===== config.mk =====
export PLATFORM = sky130hd
export DESIGN_NAME = cdcs_mul
export DESIGN_NICKNAME = d
export VERILOG_FILES = /design/src/hw/rtl/cdcs_pkg.sv /design/src/hw/rtl/cdcs_mul.sv
export SDC_FILE = /design/constraint.sdc
export NUM_CORES = 1
export LEC_CHECK = 0
export ABC_CLOCK_PERIOD_IN_PS = 7200
export BUFFER_PORTS_ARGS = -buffer_cell sky130_fd_sc_hd__clkbuf_2
export CORE_MARGIN = 3
export CORE_UTILIZATION = 35
export DETAILED_ROUTE_END_ITERATION = 10
export HOLD_SLACK_MARGIN = 0.05
export PLACE_DENSITY = 0.53
export SETUP_SLACK_MARGIN = 0.5
export SLEW_MARGIN = 15
export SYNTH_ARGS = -nofsm -noshare
export SYNTH_HDL_FRONTEND = slang
export SYNTH_SLANG_ARGS = --single-unit

===== constraint.sdc =====
create_clock -name i_clk -period 7.2 [get_ports i_clk]
set_input_delay 0.72 -clock i_clk [delete_from_list [all_inputs] [get_ports i_clk]]
set_output_delay 0.72 -clock i_clk [all_outputs]
set_load 0.01 [all_outputs]

===== src/hw/rtl/cdcs_pkg.sv =====
// shared constants and types of the calibration dac code search
`default_nettype none

package cdcs_pkg;

    // sweep range
    localparam int CODE_COUNT = 1024;
    localparam int CODE_W     = $clog2(CODE_COUNT);
    localparam int DAC_W      = 10;

    // field and register widths
    localparam int COEF_W = 64;
    localparam int CAP_W  = 24;
    localparam int TGT_W  = 21;

    // charge scale: fF*V per electron times 10^9, and the matching distance scale
    localparam int                  CHARGE_W     = 18;
    localparam logic [CHARGE_W-1:0] CHARGE_SCALE = 18'd160218;
    localparam int                  DIST_W       = 20;
    localparam logic [DIST_W-1:0]   DIST_SCALE   = 20'd1000000;

    // scaled capacitance, scaled target, difference seeds
    localparam int K_W     = CAP_W + DIST_W;
    localparam int K_CNT_W = $clog2(K_W);
    localparam int T_W     = TGT_W + CHARGE_W;
    localparam int X_W     = COEF_W + 4;
    localparam int T_SHIFT = 64;

    // charge-distance datapath, holds p(v)*k - t*2^64 for v up to CODE_COUNT
    localparam int Q_W = COEF_W + 3 * CODE_W + 2 + K_W + 1;

    // configuration register indexes
    localparam int                   CFG_IDX_W    = 3;
    localparam logic [CFG_IDX_W-1:0] REG_CUBIC    = 3'd0;
    localparam logic [CFG_IDX_W-1:0] REG_SQUARE   = 3'd1;
    localparam logic [CFG_IDX_W-1:0] REG_LINEAR   = 3'd2;
    localparam logic [CFG_IDX_W-1:0] REG_OFFSET   = 3'd3;
    localparam logic [CFG_IDX_W-1:0] REG_CAP_HIGH = 3'd4;
    localparam logic [CFG_IDX_W-1:0] REG_CAP_LOW  = 3'd5;

    // difference engine register selects
    localparam logic [1:0] SEL_Q  = 2'd0;
    localparam logic [1:0] SEL_D1 = 2'd1;
    localparam logic [1:0] SEL_D2 = 2'd2;
    localparam logic [1:0] SEL_D3 = 2'd3;

    // control from the sequencer to the sweep unit
    typedef struct packed {
        logic       init;
        logic       step;
        logic       load;
        logic [1:0] sel;
    } t_sweep_ctl;

endpackage

`default_nettype wire


===== src/hw/rtl/cdcs_mul.sv =====
// shift-add serial multiplier: signed multiplicand times unsigned multiplier plus start value
`default_nettype none

module cdcs_mul
    import cdcs_pkg::*;
(
    input  wire logic                    i_clk,
    input  wire logic                    i_rst_n,
    input  wire logic                    i_start,
    input  wire logic signed [X_W-1:0]   i_mcand,
    input  wire logic        [K_W-1:0]   i_mplier,
    input  wire logic        [Q_W-1:0]   i_init,
    output logic                         o_done,
    output logic             [Q_W-1:0]   o_prod
);

    logic               r_busy;
    logic               r_done;
    logic [K_CNT_W-1:0] r_cnt;
    logic [Q_W-1:0]     r_acc;
    logic [Q_W-1:0]     r_mcand;
    logic [K_W-1:0]     r_mplier;

    // control: one multiplier bit per cycle
    always_ff @(posedge i_clk) begin
        if (!i_rst_n) begin
            r_busy <= 1'b0;
            r_done <= 1'b0;
            r_cnt  <= '0;
        end else begin
            r_done <= 1'b0;
            if (i_start) begin
                r_busy <= 1'b1;
                r_cnt  <= '0;
            end else if (r_busy) begin
                if (r_cnt == K_CNT_W'(K_W - 1)) begin
                    r_busy <= 1'b0;
                    r_done <= 1'b1;
                end else begin
                    r_cnt <= r_cnt + 1'b1;
                end
            end
        end
    end

    // datapath: one wide add of the shifted multiplicand
    always_ff @(posedge i_clk) begin
        if (i_start) begin
            r_acc    <= i_init;
            r_mcand  <= {{(Q_W - X_W){i_mcand[X_W-1]}}, i_mcand};
            r_mplier <= i_mplier;
        end else if (r_busy) begin
            if (r_mplier[0]) begin
                r_acc <= r_acc + r_mcand;
            end
            r_mcand  <= r_mcand << 1;
            r_mplier <= r_mplier >> 1;
        end
    end

    assign o_done = r_done;
    assign o_prod = r_acc;

endmodule

`default_nettype wire


**Word level (Yosys, flattened, before mapping)**

Cells that the tools add are included.

- Add/subtract/negate cells: 2
- Equal/unequal tests: 1
- Mux-type cells: 11
- Bitwise operators: 3
- Reduce and logical (&&, ||, !) cells: 6

Operator list:

| operator | count |
|---|---|
| 2-to-1 mux 141 bit | 5 |
| adder 141 bit | 1 |
| 2-to-1 mux 44 bit | 2 |
| adder 6 x 1 -> 6 bit, second input constant | 1 |
| == test 6 bit, second input constant | 1 |
| 2-to-1 mux 1 bit | 4 |
| AND reduction 2 bit | 2 |
| nonzero test 2 bit | 2 |
| NOT 1 bit | 3 |
| OR reduction 3 bit | 1 |
| OR reduction 2 bit | 1 |

- Register bits after elaboration: 334
- Input port bits: 256
- Output and inout bits: 142
- Word-level logic and storage cells: 29

**Logic depth before layout (Yosys ltp)**

- Depth in word-level cells: 4
- Gate-level depth with buffers: 13
- Mapped depth without buffers: 13

**Worst setup path after synthesis**

OpenSTA, ideal clock, no wires.

- Kind: input-to-reg
- From: input i_start
- To: register r_mcand[0] (enable)
- Library setup time: 1.482 ns
- Data arrival time: 4.498 ns
- Slack: 1.220 ns
- Stages on the path: 5
- Path buffers: 3
- Cells stage by stage: clkbuf_1 -> clkbuf_1 -> inv_1 -> clkbuf_1 -> nand2_1

- Word-level cells in the longest chain between the ends: 1

Ends and longest elaborated chain:

| element | line | RTL |
|---|---|---|
| start, declared | cdcs_mul.sv:9 | `input wire logic i_start,` |
| nonzero test 2 bit (no source line) | -- |  |
| end signal, assigned | cdcs_mul.sv:50 | `r_mcand <= {{(Q_W - X_W){i_mcand[X_W-1]}}, i_mcand};` |
| end signal, assigned | cdcs_mul.sv:56 | `r_mcand <= r_mcand << 1;` |
| end, declared | cdcs_mul.sv:21 | `logic [Q_W-1:0] r_mcand;` |

Every way passes these cells.
A chain may end at the register's enable or synchronous reset.

**Final worst setup path**

- From: register r_acc[0], in the netlist o_prod[0]
- To: register r_acc[126], in the netlist o_prod[126] (data pin)

- Word-level cells in the longest chain between the ends: 4

Ends and longest elaborated chain:

| element | line | RTL |
|---|---|---|
| start, declared | cdcs_mul.sv:20 | `logic [Q_W-1:0] r_acc;` |
| start signal, assigned | cdcs_mul.sv:49 | `r_acc <= i_init;` |
| start signal, assigned | cdcs_mul.sv:54 | `r_acc <= r_acc + r_mcand;` |
| adder 141 bit | cdcs_mul.sv:54 |  |
| 2-to-1 mux 141 bit | cdcs_mul.sv:53 | `if (r_mplier[0]) begin` |
| 2-to-1 mux 141 bit | cdcs_mul.sv:52 | `end else if (r_busy) begin` |
| 2-to-1 mux 141 bit | cdcs_mul.sv:48 | `if (i_start) begin` |

Every way passes these cells. The select of a mux whose other input is x is not followed.

==> flow_summary.toml <==
[logic_synthesis]
synth_edf_count = 326
synthDistinctLibCells = 88
syn_nets = 2885
synthMuxAreaShare = 0.05548
async_reset_ff_frac = 0
synth.largest_area_cell = "edfxtp_1"
synthTopCellsByCount = "edfxtp_1 (326), nand2_1 (311), o21ai_0 (309), a21oi_1 (221), nor2_1 (147)"
synth_compound_area_frac = 0.2165
avgSynthCellArea_sq_um = 9.376
synth_cells = 2487
synth-seq-cells = 334
synth_top_area_frac = 0.4198
synthTopCellsByArea = "edfxtp_1 (42%), ha_1 (7.6%), o21ai_0 (6.6%)"
yosys.area_share.simple = 0.1270
synth-main-ff-cell = "edfxtp_1"
synth_top_family_by_area = "compound AO/OA/AOI/OAI gates"
synthAdderAreaFrac = 0.07651
synth_warnings = 0
synth.most_common_cell = "edfxtp_1"
synth-xor-area-share = 0.05033
seq_area_frac_synth = 0.4267
syn_area_sq_um = 23320

[routing]
wl_um = 79470
drt-pass1-iter-count = 5
viasPerCell = 5.522
postRouteAntennaNets = 0
drc = 0
drtIter0Drc = 1569
wl_per_cell_um = 21.64
vias = 20280

[clocking]
worstSkewPairLatency_ns = 0.57
cts_buffers = 40
clockRootBuffer = "clkbuf_16"
cts_resized = 0
clock_path_buffers = 3
clkTransAtPathRegs_ns = 0.06
cts_tree = "done"
clock_sinks = 334
post-cts-setup-buffer-count = 0
cts_hold_buf = 0
htree_num_levels = 2

[power_and_ir_drop]
powerDensity_nw_per_um2 = 320.9
p_sw_frac = 0.4125
p_clk_frac = 0.227
seqPwrFrac = 0.322
vdd_ir_drop_max_uv = 147.2
p_comb_frac = 0.451
power_switching_mw = 3.592
leakage_nw = 11.11
intPower_mw = 5.116
finalPower_mw = 8.708

[sta]
layout_setup_ws_ns = 2.648
grt_setup_unrepaired = "false"
max_freq_mhz = 219.7
finalMaxSlewViolations = 0
hold_violations = 0
hold_slack_ns = 0.4003
tightest_slew_ns = 0.9513
finClkSkew_ns = 0.01310
tns_ns = 0
setup_viol = 0
slew_headroom = 0.3615
fin_crit_sh = 0.6322
min_period_ns = 4.552

[grt]
grt_start_max_net_pins = 169
first_global_vias = 20430
track_usage = 0.2182
grt_pass1_wl_um = 120300
antenna_found_initial = 2
grt_overflow = 0

[run_status]
outcome = "completed"

[min_path]
min_path_type = "in2reg"
hp-start = "i_rst_n"
hold_end = "r_busy"
min_delay_path_depth = 2

[floorplanning]
die_w_um = 264.1
initial_utilization = 0.3579
ios = 398
dieHeight_um = 264.1
die_area_sq_um = 69760
rows = 93
coreArea_sq_um = 65160

[placement]
io_buffer_count = 397
placed_cell_area_sq_um = 25890
pre_cts_ws_ns = 2.820
place_hpwl_um = 62320
gp_congestion = 0.9295

[critical_path]
r2r_setup_slack_ns = 2.65
rr_worst_depth = 13
worstPathMaxFanout = 4
max_stage_delay_ns = 0.46
arrival_ns = 4.85
critPathRequiredTime_ns = 7.49
rr_endpoint = "o_prod[126]"
start_kind = "register"
worstSetupPathType = "reg2reg"
r2r_start = "o_prod[0]"
endpoint_kind = "register"
cp_slowest_cell = "a221oi_2"
crit_chain = "ha_1, fa_1, a21o_1, a221oi_2, o41ai_2, o21ai_0, a211o_1, a311oi_1, o211ai_1, nand2_1, a31o_1, xnor2_1, o21ai_1"

[cells_and_area]
insertedDiodeCount = 0
nNetsFinal = 3185
nFillCells = 6609
layout-drive-gt1-share = 0.2214
final_area_sq_um = 27130
area_growth_pct = 16.36

[flow_run]
maxCapViolations = 0
==> worst max path at each step <==
| stage | from | end | cells past startpoint | slack, ns |
|---|---|---|---|---|
| after CTS | o_prod[0] | o_prod[118] | 13 | 2.79 |
| after floorplan | i_start | r_mcand[0] | 5 | 1.22 |
| after detailed placement | o_prod[0] | o_prod[118] | 13 | 2.82 |
| after global placement | o_prod[0] | o_prod[118] | 13 | 2.81 |
| final | o_prod[0] | o_prod[126] | 13 | 2.65 |
| after global routing | o_prod[0] | o_prod[118] | 13 | 2.62 |
==> layout by cell type (no fill, tap or decap), types with 7 or more instances in the layout <==
cell type and instances:
nand2b_1 8, clkinv_2 7, o21a_1 20, and3_1 10
o21ai_0 309, xnor2_1 80, mux2_2 114, a21oi_1 221
o21ai_1 19, nor4_1 12, clkbuf_2 396, clkbuf_16 40
nand4_1 78, a211oi_1 7, a21boi_0 11, nand2_1 309
xor2_1 54, edfxtp_1 326, a221oi_1 8, nor2_1 147
inv_1 134, a31oi_1 16, o211ai_1 10, nor3_1 27
a21o_1 57, clkbuf_1 9, o31ai_1 16, nand3_1 26
dfxtp_1 8, o21bai_1 42, ha_1 141, clkinv_1 10
==> sequential cells by signal, indices dropped and copies added, names as in the netlist <==
signal    count
o_prod      141
r_mcand     141
r_busy        1
r_cnt         6
r_mplier     44
o_done        1
==> critical path, delay by kind of cell, from the launching register on <==
family / cells / cell delay (ns)
AOI/OAI and AO/OA: 9 / 2.77
adders and majority gates: 2 / 0.68
DFF: 1 / 0.39
and+or+nand+nor: 1 / 0.23
xor gates and xnor gates: 1 / 0.20
==> power by group through the flow <==
stage,clock (mW),combinational (mW),sequential [mW]
floorplan,0,2.58,2.86
global placement,0,3.90,2.83
detailed placement,0,3.89,2.84
CTS,2.03,3.91,2.80
global route,2.09,4.32,2.83
finish,1.98,3.93,2.80
==> cell type report <==
type	count	area [sq um]	area share
flip-flops and latches	334	9950	0.3667
clock inverters	22	177.7	0.006548
inverters	134	503.0	0.01854
multi-input cells	1872	12280	0.4525
well taps	855	1070	0.03943
repair buffers	405	2095	0.07719
clock buffers	51	1062	0.03915
==> cells by family (layout without fill, tap and decap cells) <==
group,Yosys count,in the layout
and+or+nand+nor,658,658
DFF,334,334
xor gates and xnor gates,134,134
buffers and inverters,281,612
muxes,115,115
AOI/OAI and AO/OA,823,823
adders and majority gates,142,142
==> per-layer routing <==
layer / vias to the layer above / part of all wire / global-route usage
met1: 9806 / 0.45 / 0.2945
met4: 2 / 0.025 / 0.05839
li1: 9750 / - / -
met2: 621 / 0.46 / 0.3578
met5: - / 0.00025 / 0
met3: 105 / 0.063 / 0.04238
==> per-stage QoR <==
stage | instances | utilization
2_1_floorplan | 2487 | -
3_3_place_gp | 3600 | 0.3974
3_5_place_dp | 3600 | 0.3974
4_1_cts | 3673 | 0.4164
5_1_grt | 3673 | 0.4164
6_report | 3673 | 0.4164
No activity file was read; power rests on OpenSTA's default activity.
